**src/ccint_mul.sv**
```systemverilog
// ----------------------------------------------------------------------------
// ccint_mul
// Unsigned multiplier built as a chain of digit cells; each cell adds one
// digit row of the product and passes operands and tag to the next cell.
// ----------------------------------------------------------------------------
`default_nettype none

module ccint_mul #(
  parameter int unsigned AW  = 32,
  parameter int unsigned BW  = 32,
  parameter int unsigned TW  = 1,
  parameter int unsigned DIG = 16
) (
  input  wire logic             clk_i,
  input  wire logic             rst_ni,
  input  wire logic             en_i,
  input  wire logic             valid_i,
  input  wire logic [AW-1:0]    a_i,
  input  wire logic [BW-1:0]    b_i,
  input  wire logic [TW-1:0]    tag_i,
  output logic                  valid_o,
  output logic [AW+BW-1:0]      prod_o,
  output logic [TW-1:0]         tag_o
);

  localparam int unsigned NS  = (BW + DIG - 1) / DIG;
  localparam int unsigned PW  = AW + BW;
  localparam int unsigned BPW = NS * DIG;

  logic          v_q   [NS];
  logic [PW-1:0] a_q   [NS];
  logic [PW-1:0] acc_q [NS];
  logic [BPW-1:0] b_q  [NS];
  logic [TW-1:0] tag_q [NS];

  for (genvar i = 0; i < NS; i++) begin : g_cell
    logic           v_in;
    logic [PW-1:0]  a_in;
    logic [PW-1:0]  acc_in;
    logic [BPW-1:0] b_in;
    logic [TW-1:0]  t_in;

    if (i == 0) begin : g_head
      assign v_in   = valid_i;
      assign a_in   = PW'(a_i);
      assign acc_in = '0;
      assign b_in   = BPW'(b_i);
      assign t_in   = tag_i;
    end else begin : g_link
      assign v_in   = v_q[i-1];
      assign a_in   = a_q[i-1];
      assign acc_in = acc_q[i-1];
      assign b_in   = b_q[i-1];
      assign t_in   = tag_q[i-1];
    end

    always_ff @(posedge clk_i or negedge rst_ni) begin
      if (!rst_ni) begin
        v_q[i] <= 1'b0;
      end else if (en_i) begin
        v_q[i] <= v_in;
      end
    end

    // add this digit row, then advance to the next digit
    always_ff @(posedge clk_i) begin
      if (en_i) begin
        acc_q[i] <= acc_in + a_in * PW'(b_in[DIG-1:0]);
        a_q[i]   <= a_in << DIG;
        b_q[i]   <= b_in >> DIG;
        tag_q[i] <= t_in;
      end
    end
  end

  assign valid_o = v_q[NS-1];
  assign prod_o  = acc_q[NS-1];
  assign tag_o   = tag_q[NS-1];

endmodule

`default_nettype wire

```
**config.mk**
```make
export PLATFORM = sky130hd
export DESIGN_NAME = ccint_mul
export DESIGN_NICKNAME = d
export VERILOG_FILES = /design/src/ccint_mul.sv
export SDC_FILE = /design/constraint.sdc
export NUM_CORES = 2
export LEC_CHECK = 0
export BUFFER_PORTS_ARGS = -buffer_cell sky130_fd_sc_hd__buf_2
export CORE_UTILIZATION = 53
export DETAILED_ROUTE_END_ITERATION = 10
export PLACE_DENSITY = 0.82
export SYNTH_ARGS = -nofsm -noshare
export SYNTH_HDL_FRONTEND = slang
export SYNTH_SLANG_ARGS = --single-unit
```
**constraint.sdc**
```tcl
create_clock -name clk_i -period 7.5 [get_ports clk_i]
set_input_delay 1.5 -clock clk_i [delete_from_list [all_inputs] [get_ports clk_i]]
set_output_delay 1.5 -clock clk_i [all_outputs]
set_load 0.01 [all_outputs]
```
==> results.txt <==
outcome = finished, final reports clean
# resized after CTS = 0
fraction of layout cells with a size suffix above 1 = 0.09741
detailed placement HPWL = 77.73 mm
number of max-cap violations = 0
critical path endpoint category = flop
Die Span Y = 273.1 µm
syn avg cell area = 9.463 µm²
Synth Flop Type = edfxtp_1
Final setup viols = 0
initial antenna violation count = 4
Synth top area share = 0.4461
dpl cells = 5168
Post-Syn Area = 0.03895 mm²
TritonCTS clock tree = done
port bufs = 134
vias per inst = 5.347
top cells by count, synth = inv_1 (996), fa_1 (868), nand2_1 (676)
max frequency = 0.1393 GHz
Ports = 135
clk root buf = clkbuf_16
Core ar. = 0.07283 mm²
via count = 27.80k
vias in the first global route = 30.25k
post-synthesis cell type count = 82
Starting Density = 0.5348
Ys Warns = 0
first-pass GRT wire length = 152.3 mm
GPL Wtd Cong = 0.9177
Slew Limit Fails = 0
final hold slack = 419.7 ps
Slew Limit Headroom = 0.4152
Post-Syn Nets = 5295
crit path time final = 7179 ps
GRT Total Usage = 0.2573
H-tree levels = 4
hold buffers post-CTS = 0
CTS buffer count = 17
# rows = 99
sequential area share after synthesis = 0.1262
Detailed Routing Iterations Pass 1 = 5
area grow syn2layout = 7.456%
Bufs on Longest Clock Path = 2
Clk pin slew, worst setup/hold paths = 70 ps
Hold Path Class = reg2reg
async set-reset flop share out of synthesis = 0.01220
Design Area, Final = 0.04185 mm²
# DRC = 0
RSZ-0062 raised after global routing = false
worst skew pair latency = 470 ps
remaining global-route overflow = 0
crit start category = input pin
wire length per cell = 17.67 µm
final-report hold violation count = 0
Synth area leader = fa_1
drt total wl = 91.88 mm
placed inst area = 0.04125 mm²
Die ar. = 0.07458 mm²
crit-path max FO = 18
Die X = 273.1 µm
Initial DRC Count = 2073
Post-synth EDFFs = 162
most frequent cell after synthesis = inv_1
postcts setup bufs = 0
synthesized flop and latch total = 164
Crit Path Class = in2reg
Tcrit/Tclk final = 0.9572
Syn Inst Count = 4116
Setup Skew = 20.01 ps
post-route insts no fill = 5200
Final #Nets = 5407
pin count of the biggest net entering global routing = 69
Sink Count = 164
Synth area leaders = fa_1 (45%), edfxtp_1 (12%), inv_1 (9.6%), ha_1 (7.8%), and2_1 (6.7%)
Arrival @ worst endpoint = 7390 ps
worst-margin pin slew = 877.2 ps
Routed Antenna Nets = 0
CP required = 7710 ps
-- logic make-up after synthesis --
group / Yosys count / synth area share
AO/OA/AOI/OAI: 290 / 0.05146
XOR/XNOR: 87 / 0.01956
adder cells (fa/ha/maj): 1110 / 0.5239
buffers and inverters: 1244 / 0.1280
flip-flops: 164 / 0.1262
multiplexers: 4 / 0.001092
AND/OR/NAND/NOR: 1217 / 0.1498
-- flip-flops by register name, summed over array words and instances (netlist names) --
name and cells:
acc_q 112, a_q 32, b_q 16, tag_q 2, g_cell.v_in 1, valid_o 1
-- metal layers --
metal / routed length [µm] / vias to the layer above / part of all wire / global-route usage
met5: 27 / - / 0.00029 / 0
met4: 2606 / 6 / 0.028 / 0.08277
met3: 8123 / 209 / 0.088 / 0.04604
met2: 44610 / 1357 / 0.49 / 0.4346
met1: 36510 / 13965 / 0.40 / 0.3361
li1: - / 12265 / - / -
-- worst max-delay path: stages --
cell      delay, ps
buf_2           220
and2_1          210
fa_1            530
inv_1            50
fa_1            460
fa_1            520
inv_1            60
fa_1            500
fa_1            540
inv_1            70
fa_1            490
inv_1            40
ha_1            340
a21oi_1         200
o21ai_1         120
nor2_1          130
o21ai_0         140
a311o_1         370
a211o_1         360
a31oi_2         220
o221ai_1        150
xor2_1          160
-- path summary, 6_finish.rpt --
check / slack, ps / to / cells after the start / from
worst max register to register: 560 / acc_q[0][124] / 21 / b_q[0][6]
worst min register to register: 420 / acc_q[0][67] / 0 / acc_q[0][3]
max in group asynchronous: 6600 / g_cell[1].v_in / 1 / rst_ni
min in group asynchronous: 810 / valid_o / 1 / rst_ni
worst min-delay path: 420 / acc_q[0][67] / 0 / acc_q[0][3]
worst max-delay path: 320 / acc_q[0][46] / 22 / b_i[4]
-- stage by stage --
| step | util | setup TNS, ps | setup WS, ps |
|---|---|---|---|
| 3_3_place_gp | 0.5664 | -175.6 | -117.8 |
| 6_report | 0.5746 | 0 | 320.8 |
| 5_1_grt | 0.5746 | 0 | 45.78 |
| 3_5_place_dp | 0.5664 | -1106 | -226.0 |
| 2_1_floorplan | - | 0 | 321.8 |
| 4_1_cts | 0.5745 | 0 | 275.3 |
-- cell usage in the layout, fill, tap and decap left out, drive strengths merged, types with 28 or more instances in the layout --
master	synthesis	layout
fa	868	868
and2	420	420
a21o	43	43
edfxtp	162	162
xnor2	59	59
nand2	678	678
nor2	47	47
inv	997	1007
o21ai	51	51
ha	242	242
buf	70	339
xor2	28	28
a21oi	94	94
-- cell type report --
type / count / area (µm²)
antenna: 1 / 2.502
clock buffer: 17 / 425.4
clock inverter: 14 / 161.4
fill: 5909 / 30980
inverter: 997 / 3742
multi-input combinational: 2708 / 29060
sequential: 164 / 4915
tap: 959 / 1200
timing repair buffer: 340 / 2351
Power is not shown: default switching activity piles up to over one toggle a cycle in this logic, so the estimate is an artifact.
